<file path="src/rtl/core/mbe_pkg.sv">
// Shared constants, codes and types of the escape-time unit.
// No dependencies; used by every module of the block.
`default_nettype none

package mbe_pkg;

  localparam int unsigned COORD_BITS_DEF = 14;
  localparam int unsigned WORD_BITS_DEF  = 36;
  localparam int unsigned FRAC_BITS      = 26;
  localparam int unsigned ACC_W          = 64;  // wide products and sums
  localparam int unsigned MUL_W          = 32;  // multiplier operand width

  localparam int unsigned SIZE_W     = 4;
  localparam int unsigned ITER_W     = 8;
  localparam int unsigned BAIL_W     = 10;
  localparam int unsigned CFG_ADDR_W = 2;
  localparam int unsigned CFG_DATA_W = 10;
  localparam int unsigned OUT_W      = 16;

  localparam logic [SIZE_W-1:0] SIZE_LOG2_RST = SIZE_W'(8);
  localparam logic [ITER_W-1:0] MAX_ITER_RST  = ITER_W'(255);
  localparam logic [BAIL_W-1:0] BAILOUT_RST   = BAIL_W'(256);

  typedef enum logic [CFG_ADDR_W-1:0] {
    REG_SIZE_LOG2 = 2'd0,
    REG_MAX_ITER  = 2'd1,
    REG_BAILOUT   = 2'd2
  } cfg_reg_e;

  typedef enum logic [2:0] {
    ST_IDLE,
    ST_XX,
    ST_YY,
    ST_XY,
    ST_UPD,
    ST_DONE
  } state_e;

  typedef enum logic [1:0] {
    MUL_XX,
    MUL_YY,
    MUL_XY
  } mul_sel_e;

  typedef struct packed {
    logic     load;
    logic     cap_xx;
    logic     cap_yy;
    logic     upd;
    logic     set_esc;
    mul_sel_e mul_sel;
  } dp_ctrl_t;

  typedef struct packed {
    logic rerr_in;
    logic cnt_lim;
    logic mag_esc;
    logic sum_esc;
  } dp_stat_t;

endpackage

`default_nettype wire

</file>
<file path="src/rtl/core/mbe_dpath.sv">
// Datapath: coordinate mapping, shared signed 32x32 multiplier, z registers.
// Depends on mbe_pkg; steered by mbe_ctrl.
`default_nettype none

module mbe_dpath #(
  parameter int unsigned COORD_BITS = mbe_pkg::COORD_BITS_DEF,
  parameter int unsigned WORD_BITS  = mbe_pkg::WORD_BITS_DEF
) (
  input  logic                        clk_i,
  input  mbe_pkg::dp_ctrl_t           ctrl_i,
  input  logic [COORD_BITS-1:0]       row_i,
  input  logic [COORD_BITS-1:0]       col_i,
  input  logic [mbe_pkg::SIZE_W-1:0]  size_log2_i,
  input  logic [mbe_pkg::ITER_W-1:0]  max_iter_i,
  input  logic [mbe_pkg::BAIL_W-1:0]  bailout_i,
  output mbe_pkg::dp_stat_t           stat_o,
  output logic [mbe_pkg::ITER_W-1:0]  count_o,
  output logic                        escaped_o,
  output logic                        range_err_o
);
  import mbe_pkg::*;

  localparam logic signed [ACC_W-1:0] WORD_MAX =
      $signed((ACC_W'(1) << (WORD_BITS - 1)) - ACC_W'(1));
  localparam logic signed [ACC_W-1:0] WORD_MIN = -WORD_MAX - ACC_W'(1);
  localparam logic signed [ACC_W-1:0] HALF_ONE = $signed(ACC_W'(1) << (FRAC_BITS - 1));
  localparam logic signed [ACC_W-1:0] MAG_MAX  =
      $signed((ACC_W'(1) << (MUL_W - 1)) - ACC_W'(1));

  function automatic logic signed [WORD_BITS-1:0] sat_word(input logic signed [ACC_W-1:0] v);
    if (v > WORD_MAX) return WORD_MAX[WORD_BITS-1:0];
    if (v < WORD_MIN) return WORD_MIN[WORD_BITS-1:0];
    return v[WORD_BITS-1:0];
  endfunction

  logic signed [WORD_BITS-1:0] x_q, y_q, cr_q, ci_q;
  logic signed [ACC_W-1:0]     xx_q, yy_q, p_q, p_d;
  logic [ITER_W-1:0]           count_q;
  logic                        esc_q, rerr_q;

  logic signed [ACC_W-1:0]     x_ext, y_ext;
  logic signed [MUL_W-1:0]     mul_a, mul_b;
  logic [ACC_W-1:0]            sq_sum, limit;
  logic signed [ACC_W-1:0]     nx_full, ny_full, cr_full, ci_full;
  logic [4:0]                  shamt;
  logic                        inside_all, row_hi, col_hi;

  assign x_ext = ACC_W'(x_q);
  assign y_ext = ACC_W'(y_q);

  // Operands fit 32 bits whenever a product is used: larger |z| escapes first.
  always_comb begin
    unique case (ctrl_i.mul_sel)
      MUL_XX: begin
        mul_a = x_ext[MUL_W-1:0];
        mul_b = x_ext[MUL_W-1:0];
      end
      MUL_YY: begin
        mul_a = y_ext[MUL_W-1:0];
        mul_b = y_ext[MUL_W-1:0];
      end
      MUL_XY: begin
        mul_a = x_ext[MUL_W-1:0];
        mul_b = y_ext[MUL_W-1:0];
      end
      default: begin
        mul_a = x_ext[MUL_W-1:0];
        mul_b = y_ext[MUL_W-1:0];
      end
    endcase
  end

  assign p_d = mul_a * mul_b;

  // |z|^2 test: xx captured last cycle, yy in the product register now
  assign sq_sum = xx_q + p_q;
  assign limit  = ACC_W'(bailout_i) << (2 * FRAC_BITS);

  assign nx_full = (xx_q >>> FRAC_BITS) - (yy_q >>> FRAC_BITS) + ACC_W'(cr_q);
  // floor(2xy / 2^F) == xy >>> (F-1)
  assign ny_full = (p_q >>> (FRAC_BITS - 1)) + ACC_W'(ci_q);

  assign shamt   = 5'(FRAC_BITS) - 5'(size_log2_i);
  assign cr_full = $signed(ACC_W'(row_i) << shamt) - HALF_ONE;
  assign ci_full = $signed(ACC_W'(col_i) << shamt) - HALF_ONE;

  assign inside_all = 32'(size_log2_i) >= COORD_BITS;
  assign row_hi     = (row_i >> size_log2_i) != '0;
  assign col_hi     = (col_i >> size_log2_i) != '0;

  assign stat_o.rerr_in = !inside_all && (row_hi || col_hi);
  assign stat_o.cnt_lim = count_q >= max_iter_i;
  assign stat_o.mag_esc = (x_ext > MAG_MAX) || (x_ext < -MAG_MAX) ||
                          (y_ext > MAG_MAX) || (y_ext < -MAG_MAX);
  assign stat_o.sum_esc = sq_sum >= limit;

  always_ff @(posedge clk_i) begin
    p_q <= p_d;
    if (ctrl_i.load) begin
      x_q     <= '0;
      y_q     <= '0;
      cr_q    <= sat_word(cr_full);
      ci_q    <= sat_word(ci_full);
      count_q <= '0;
      esc_q   <= 1'b0;
      rerr_q  <= stat_o.rerr_in;
    end
    if (ctrl_i.cap_xx) xx_q <= p_q;
    if (ctrl_i.cap_yy) yy_q <= p_q;
    if (ctrl_i.upd) begin
      x_q     <= sat_word(nx_full);
      y_q     <= sat_word(ny_full);
      count_q <= count_q + ITER_W'(1);
    end
    if (ctrl_i.set_esc) esc_q <= 1'b1;
  end

  assign count_o     = count_q;
  assign escaped_o   = esc_q;
  assign range_err_o = rerr_q;

endmodule

`default_nettype wire

</file>
<file path="src/rtl/core/mbe_ctrl.sv">
// Sequencer: runs the four-step iteration over the shared multiplier.
// Depends on mbe_pkg; drives mbe_dpath.
`default_nettype none

module mbe_ctrl (
  input  logic              clk_i,
  input  logic              rst_ni,
  input  logic              s_valid_i,
  input  logic              out_free_i,
  input  mbe_pkg::dp_stat_t stat_i,
  output logic              s_ready_o,
  output logic              emit_o,
  output mbe_pkg::dp_ctrl_t ctrl_o
);
  import mbe_pkg::*;

  state_e state_q, state_d;

  always_comb begin
    state_d = state_q;
    unique case (state_q)
      ST_IDLE: if (s_valid_i) state_d = stat_i.rerr_in ? ST_DONE : ST_XX;
      ST_XX:   state_d = (stat_i.cnt_lim || stat_i.mag_esc) ? ST_DONE : ST_YY;
      ST_YY:   state_d = ST_XY;
      ST_XY:   state_d = stat_i.sum_esc ? ST_DONE : ST_UPD;
      ST_UPD:  state_d = ST_XX;
      ST_DONE: if (out_free_i) state_d = ST_IDLE;
      default: state_d = ST_IDLE;
    endcase
  end

  always_comb begin
    s_ready_o      = 1'b0;
    emit_o         = 1'b0;
    ctrl_o         = '0;
    ctrl_o.mul_sel = MUL_XX;
    unique case (state_q)
      ST_IDLE: begin
        s_ready_o   = 1'b1;
        ctrl_o.load = s_valid_i;
      end
      // limit check wins over the magnitude check
      ST_XX:   ctrl_o.set_esc = !stat_i.cnt_lim && stat_i.mag_esc;
      ST_YY: begin
        ctrl_o.cap_xx  = 1'b1;
        ctrl_o.mul_sel = MUL_YY;
      end
      ST_XY: begin
        ctrl_o.set_esc = stat_i.sum_esc;
        ctrl_o.cap_yy  = !stat_i.sum_esc;
        ctrl_o.mul_sel = MUL_XY;
      end
      ST_UPD:  ctrl_o.upd = 1'b1;
      ST_DONE: emit_o = out_free_i;
      default: ;
    endcase
  end

  always_ff @(posedge clk_i or negedge rst_ni) begin
    if (!rst_ni) begin
      state_q <= ST_IDLE;
    end else begin
      state_q <= state_d;
    end
  end

endmodule

`default_nettype wire

</file>
<file path="src/rtl/core/mandelbrot_escape_time_unit.sv">
// Top level of the escape-time unit: config registers, result register.
// Depends on mbe_pkg, mbe_ctrl and mbe_dpath.
//
//   channel  dir  handshake                    payload
//   s_axis   in   s_axis_tvalid/s_axis_tready  row, column
//   m_axis   out  m_axis_tvalid/m_axis_tready  iteration_count, escaped, range_error
//   cfg      in   cfg_we_i (no wait)           cfg_addr_i, cfg_wdata_i
//
// Each iteration runs x*x, y*y, x*y and the update on the shared 32x32 multiplier.
// An item outside the image goes straight to its result without iterating; one item
// is in work at a time. The result register frees the input side while a result
// waits; a stalled output holds the next result back in the sequencer. Reset needs
// no clearing pass.
`default_nettype none

module mandelbrot_escape_time_unit #(
  parameter int unsigned COORD_BITS = mbe_pkg::COORD_BITS_DEF,
  parameter int unsigned WORD_BITS  = mbe_pkg::WORD_BITS_DEF,
  localparam int unsigned IN_W      = ((2 * COORD_BITS + 7) / 8) * 8
) (
  input  logic                          clk_i,
  input  logic                          rst_ni,
  input  logic                          s_axis_tvalid,
  output logic                          s_axis_tready,
  input  logic [IN_W-1:0]               s_axis_tdata,   // row, column
  output logic                          m_axis_tvalid,
  input  logic                          m_axis_tready,
  output logic [mbe_pkg::OUT_W-1:0]     m_axis_tdata,   // iteration_count, escaped, range_error
  input  logic                          cfg_we_i,
  input  logic [mbe_pkg::CFG_ADDR_W-1:0] cfg_addr_i,
  input  logic [mbe_pkg::CFG_DATA_W-1:0] cfg_wdata_i
);
  import mbe_pkg::*;

  logic [SIZE_W-1:0] size_log2_q;
  logic [ITER_W-1:0] max_iter_q;
  logic [BAIL_W-1:0] bailout_q;

  logic              m_valid_q;
  logic [OUT_W-1:0]  m_data_q, m_data_d;
  logic              out_free, emit;
  dp_ctrl_t          dp_ctrl;
  dp_stat_t          dp_stat;
  logic [ITER_W-1:0] count;
  logic              escaped, range_err;

  always_ff @(posedge clk_i or negedge rst_ni) begin
    if (!rst_ni) begin
      size_log2_q <= SIZE_LOG2_RST;
      max_iter_q  <= MAX_ITER_RST;
      bailout_q   <= BAILOUT_RST;
    end else if (cfg_we_i) begin
      unique case (cfg_addr_i)
        REG_SIZE_LOG2: size_log2_q <= cfg_wdata_i[SIZE_W-1:0];
        REG_MAX_ITER:  max_iter_q  <= cfg_wdata_i[ITER_W-1:0];
        REG_BAILOUT:   bailout_q   <= cfg_wdata_i[BAIL_W-1:0];
        default: ;
      endcase
    end
  end

  mbe_ctrl u_ctrl (
    .clk_i      (clk_i),
    .rst_ni     (rst_ni),
    .s_valid_i  (s_axis_tvalid),
    .out_free_i (out_free),
    .stat_i     (dp_stat),
    .s_ready_o  (s_axis_tready),
    .emit_o     (emit),
    .ctrl_o     (dp_ctrl)
  );

  mbe_dpath #(
    .COORD_BITS (COORD_BITS),
    .WORD_BITS  (WORD_BITS)
  ) u_dpath (
    .clk_i       (clk_i),
    .ctrl_i      (dp_ctrl),
    .row_i       (s_axis_tdata[COORD_BITS-1:0]),
    .col_i       (s_axis_tdata[2*COORD_BITS-1:COORD_BITS]),
    .size_log2_i (size_log2_q),
    .max_iter_i  (max_iter_q),
    .bailout_i   (bailout_q),
    .stat_o      (dp_stat),
    .count_o     (count),
    .escaped_o   (escaped),
    .range_err_o (range_err)
  );

  assign out_free = !m_valid_q || m_axis_tready;
  assign m_data_d = {{(OUT_W - ITER_W - 2){1'b0}}, range_err, escaped, count};

  always_ff @(posedge clk_i or negedge rst_ni) begin
    if (!rst_ni) begin
      m_valid_q <= 1'b0;
    end else if (emit) begin
      m_valid_q <= 1'b1;
    end else if (m_axis_tready) begin
      m_valid_q <= 1'b0;
    end
  end

  always_ff @(posedge clk_i) begin
    if (emit) m_data_q <= m_data_d;
  end

  assign m_axis_tvalid = m_valid_q;
  assign m_axis_tdata  = m_data_q;

endmodule

`default_nettype wire

</file>
<file path="config.mk">
export PLATFORM = sky130hd
export DESIGN_NAME = mandelbrot_escape_time_unit
export DESIGN_NICKNAME = d
export VERILOG_FILES = /design/src/rtl/core/mbe_pkg.sv /design/src/rtl/core/mbe_dpath.sv /design/src/rtl/core/mbe_ctrl.sv /design/src/rtl/core/mandelbrot_escape_time_unit.sv
export SDC_FILE = /design/constraint.sdc
export NUM_CORES = 2
export LEC_CHECK = 0
export ABC_AREA = 0
export BUFFER_PORTS_ARGS = -buffer_cell sky130_fd_sc_hd__buf_4
export CORE_MARGIN = 2
export CORE_UTILIZATION = 40
export CTS_CLUSTER_DIAMETER = 40
export DETAILED_ROUTE_END_ITERATION = 8
export GPL_ROUTABILITY_DRIVEN = 0
export GPL_TIMING_DRIVEN = 0
export PLACE_DENSITY_LB_ADDON = 0.25
export SLEW_MARGIN = 15
export SYNTH_ARGS = -nofsm -noshare
export SYNTH_HDL_FRONTEND = slang
export SYNTH_SLANG_ARGS = --single-unit
</file>
<file path="constraint.sdc">
create_clock -name clk_i -period 15 [get_ports clk_i]
set_clock_uncertainty 0.2 [all_clocks]
set_input_delay 1.5 -clock clk_i [delete_from_list [all_inputs] [get_ports clk_i]]
set_output_delay 1.5 -clock clk_i [all_outputs]
set_load 0.01 [all_outputs]
</file>
# Yosys cells after proc, flatten, opt, wreduce, memory -nomap -nowiden
# Index checks and enable logic that the tools add are counted.
# totals
ff_bits,382
# classes
magnitude_cmp,15
muxes,59
add_sub_neg,8
mul,1
eq_ne,10
n_shift,4
n_reduce_logical,23
# op_table
cell,n
36-bit 2-to-1 mux,19
64-bit by 36-bit > comparator with 1-bit output (second input constant),4
64-bit by 36-bit < comparator with 1-bit output (second input constant),4
14-bit by 5-bit << shifter with 64-bit output,2
64-bit by 27-bit subtractor with 64-bit output (second input constant),2
39-bit by 36-bit adder with 40-bit output,2
36-bit by 32-bit > comparator with 1-bit output (second input constant),2
36-bit by 32-bit < comparator with 1-bit output (second input constant),2
64-bit adder,1
64-bit by 62-bit greater-or-equal comparator with 1-bit output,1
32-bit by 32-bit multiplier with 64-bit output,1
32-bit 2-to-1 mux,2
38-bit by 38-bit subtractor with 39-bit output,1
1-bit 2-to-1 mux,29
14-bit nonzero test,2
14-bit by 4-bit right shift with 14-bit output,2
3-bit case mux with 6 select lines,1
8-bit 2-to-1 mux,2
3-bit 2-to-1 mux,4
8-bit by 1-bit adder with 8-bit output (second input constant),1
8-bit greater-or-equal comparator,1
2-bit AND reduction,4
3-bit by 2-bit equality test with 1-bit output (second input constant),2
3-bit equality test (second input constant),2
other kinds (15),27

# Depth between registers and ports, before layout
# logic_depth
word_depth,10
ltp_mapped,37

# Cells and area by module
# Synthesis repeated with hierarchy kept, for this count alone.
# hier_totals
hier_cells,6837
area_unflattened_um2,61539.0
# by_module_without_submodules
module,n_inst,area_per_inst_um2,seq_area_each_um2,cells_each
mbe_dpath,1,60026.3,8958.6,6739
mandelbrot_escape_time_unit,1,1246.2,888.4,68
mbe_ctrl,1,266.5,75.1,30

# Least setup slack after synthesis
# No wires, ideal clock.
# synth_timing
path_type,reg2reg
from,register u_ctrl.state_q[1]
to,register u_dpath.p_q[58]
setup_slack_ps,3182
period_less_slack_ps,11818
required_ps,14728
t_arrival_ps,11546
setup_ps,72
stages_incl_launch_ff,38
n_path_buf,6
path_cell_list,dfrtp_1 nor2b_1 clkbuf_1 nor2b_1 clkbuf_1 clkbuf_1 buf_1 mux2_2 buf_1 nand2_1 fa_1 inv_1 fa_1 inv_1 fa_1 fa_1 inv_1 fa_1 (+2 left out) inv_1 fa_1 inv_1 fa_1 inv_1 ha_1 clkbuf_1 o21ai_0 o21bai_1 o31a_1 a21o_1 a221o_1 o211ai_1 a21oi_1 or2_2 or3_1 a41oi_1 xnor2_1
# synth_via
elab_chain_len,5
elab_cells_between_ends,8
# synth_rtl
element,line,text
from (decl),mbe_ctrl.sv:17,"state_e state_q, state_d;"
from (signal assigned),mbe_ctrl.sv:63,state_q <= state_d;
3-bit by 2-bit equality test with 1-bit output,mbe_ctrl.sv:37,unique case (state_q)
2-bit case mux with 2 select lines *,mbe_ctrl.sv:37,
2-bit by 1-bit equality test with 1-bit output / 2-bit logical NOT (equally long branches),mbe_dpath.sv:53,unique case (ctrl_i.mul_sel)
32-bit 2-to-1 mux,mbe_dpath.sv:53,
32-bit by 32-bit multiplier with 64-bit output *,mbe_dpath.sv:73,assign p_d = mul_a * mul_b;
named net u_dpath.p_d[58],mbe_dpath.sv:37,"logic signed [ACC_W-1:0] xx_q, yy_q, p_q, p_d;"
to (signal assigned),mbe_dpath.sv:98,p_q <= p_d;
to (decl),mbe_dpath.sv:37,
# Mark *: on every way through the listed nets, which the timed path passes. The rest lies on a longest branch.
# A chain may end at the register's enable or synchronous reset.

# Worst setup path in the final report
# layout_timing
from,register u_ctrl.state_q[1]
to,register u_dpath.p_q[63]
# The elaborated chain is that of the path after synthesis.

==> impl_metrics.tcl <==
set metrics [dict create \
    status "finished clean" \
    cts_buffer_depth 3 \
    clk_latency_ns 0.63 \
    routed-via-count 49800 \
    drive_above_1_share_pct 6.55 \
    cpMostUsedCell "fa_1" \
    setup_viol 0 \
    slowest_stage "clkbuf_1" \
    mostFrequentLayoutCell "inv_1" \
    r2r_start "u_ctrl.state_q[1]" \
    r2r.worst_path.cells 34 \
    r2r-end "u_dpath.p_q[63]" \
    dieArea_mm2 0.157 \
    yosysSeqAreaShare_pct 16.2 \
    max_clock_freq_mhz 69.2 \
    dp_slack_ns 1.11 \
    fill_cells 14800 \
    dieHeight_um 396 \
    crit_buf_inv 10 \
    holdPathStages 0 \
    max-slew-margin-rel_pct 8.25 \
    ys_async_sr_fraction_pct 7.30 \
    cts_made_buffers 58 \
    groute.usage.overall_pct 27.7 \
    syn2layout_area_growth_pct 8.99 \
    grt_first_pass_wirelength_mm 322 \
    holdPathEnd "u_dpath.xx_q[9]" \
    ys_ff_latch 356 \
    cts_tree "done" \
    drc 0 \
    hold_buffers 0 \
    drt_first_pass_iters 9 \
    drtIter0Drc 5282 \
    grt_antenna_before_repair 3 \
    critPathRequiredTime_ns 15.36 \
    initial_core_util_pct 40.3 \
    utilization_pct 43.9 \
    fin_ws_ns 0.558 \
    cts.sinks 356 \
    clockRootBuffer "clkbuf_16" \
    synth_area_leaders "fa_1 (37%), edfxtp_1 (13%), inv_1 (8.5%), ha_1 (7.1%), nand2_1 (4.5%)" \
    grt_max_degree 45 \
    ys_types 96 \
    wirelength_mm 216 \
    hold_start "u_dpath.p_q[9]" \
    end_kind "flop" \
    syn-cell-area_mm2 0.0614 \
    io_pins 67 \
    cts_resized 0 \
    cp_slowest_stage_delay_ns 1.05 \
    final_cells 8905 \
    synth.avg_cell_area_um2 9.19 \
    yosys.area.top_type "fa_1" \
    final_cell_mix "inv_1 (1391), fa_1 (1122), nand2_1 (730)" \
    cp_max_fo 10 \
    grt_pass1_vias 50200 \
    arrival_ns 14.80 \
    maxCapViolations 0 \
    io_buffer_count 55 \
    core-area_mm2 0.152 \
    post-route-period-util_pct 96.3 \
    nets 8341 \
    clk_pin_slew_ns 0.06 \
    synth-edff-count 265 \
    rrSetupSlack_ns 0.56 \
    dp_hpwl_mm 178 \
    worstHoldPathType "reg -> reg" \
    cts_setup_buffers 0 \
    synth.yosys.warnings 0 \
    overflow 0 \
    synth.top_cell.area_share_pct 36.6 \
    yosys_most_used_dff "edfxtp_1" \
    htreeDepth 2 \
    wl_per_cell_um 24.2 \
    rsz0062_at_grt "no" \
    path_delay_family "adder cells" \
    tns_ns 0 \
    slew_viol_final 0 \
    place_inst 8791 \
    tightest_slew_ns 1.38 \
    die_x_um 396 \
    cp-start-kind "flop" \
    via_per_inst 5.59 \
    syn_inst 6680 \
    hold_viol 0 \
    period_needed_ns 14.44 \
    critPathKind "reg -> reg" \
    std_cell_rows 143 \
    ant_nets 0 \
]
[stage by stage]
step	instance area, um^2	hold WS, ns
2_1_floorplan	61400	0.200
3_3_place_gp	64400	0.229
3_5_place_dp	64800	0.222
4_1_cts	66900	0.236
5_1_grt	66900	0.236
6_report	66900	0.236
[area by class of cell]
cell class | count | area [um^2] | area share, %
multi-input combinational | 4657 | 45300 | 67.7
sequential | 356 | 9920 | 14.8
inverter | 1398 | 5250 | 7.85
tap | 2030 | 2540 | 3.80
clock buffer | 61 | 1480 | 2.22
buffer | 274 | 1120 | 1.67
timing repair buffer | 76 | 729 | 1.09
clock inverter | 48 | 563 | 0.841
antenna | 5 | 12.5 | 0.0187
[worst max-delay path by stage]
stage,depth (start not counted),to,slack [ns],startpoint
after floorplan,37,u_dpath.p_q[58],3.18,u_ctrl.state_q[1]
after global placement,33,u_dpath.p_q[63],-2.11,u_ctrl.state_q[1]
after detailed placement,34,u_dpath.p_q[63],1.11,u_ctrl.state_q[1]
after global routing,35,u_dpath.p_q[62],0.50,u_ctrl.state_q[1]
after CTS,34,u_dpath.p_q[63],1.06,u_ctrl.state_q[1]
final,34,u_dpath.p_q[63],0.56,u_ctrl.state_q[1]
[flip-flops by register name, summed over array words and instances (netlist names)]
signal / flops
bailout_q: 10
m_axis_tdata: 10
m_axis_tvalid: 1
max_iter_q: 8
size_log2_q: 4
u_ctrl.state_q: 3
u_dpath.ci_q: 36
u_dpath.count_o: 8
u_dpath.cr_q: 36
u_dpath.escaped_o: 1
u_dpath.p_q: 64
u_dpath.range_err_o: 1
u_dpath.x_q: 36
u_dpath.xx_q: 64
u_dpath.y_q: 36
u_dpath.yy_q: 38
[synth_stat cells (15+ instances only)]
master and number:
inv_1 1393, fa_1 1122, nand2_1 731, nor2_1 702
ha_1 349, a21oi_1 272, edfxtp_1 265, clkbuf_1 210
o21ai_0 165, a21o_1 160, xnor2_1 131, mux2i_1 106
mux2_2 95, dfxtp_1 65, nor3_1 65, nand3_1 61
xor2_1 58, nand4_1 45, a31o_2 42, a31oi_1 33
nand2b_1 33, buf_1 32, o21bai_1 32, o21a_1 31
and3_1 30, nor4_1 28, and2_1 25, nor2b_1 24
a211oi_1 23, buf_2 20, mux4_2 20, o31ai_1 17
dfrtp_1 16, o211ai_1 15
[cell families (layout without fill, tap and decap cells)]
kind of cell             Yosys count  in the layout  share of synthesized area, %
XOR/XNOR                         190            190                          2.72
multiplexers                     227            227                          4.31
adder cells (fa/ha/maj)         1471           1471                          43.7
AND/OR/NAND/NOR                 1806           1806                          12.5
buffers and inverters           1672           1857                          10.4
flip-flops                       356            356                          16.2
other                              1             11                       0.00611
AO/OA/AOI/OAI                    957            957                          10.3
[worst register-to-register path, delay by kind of cell (launching register included)]
kind | cells | cell delay (ns)
XOR/XNOR | 1 | 0.15
adder cells (fa/ha/maj) | 9 | 4.41
buffers and inverters | 10 | 3.91
multiplexers | 1 | 0.98
AO/OA/AOI/OAI | 7 | 2.60
AND/OR/NAND/NOR | 6 | 1.67
flip-flops | 1 | 0.44
[layer usage]
layer	vias to the layer above	wire length [um]	track usage, %
li1	21400	-	-
met1	25000	84000	36.5
met2	2717	95600	42.8
met3	621	23400	6.99
met4	4	12700	12.8
met5	-	30	0
Power is left out: the tool's default activity adds up to more than one toggle a clock period on the data nets, which glitch-free logic cannot reach.
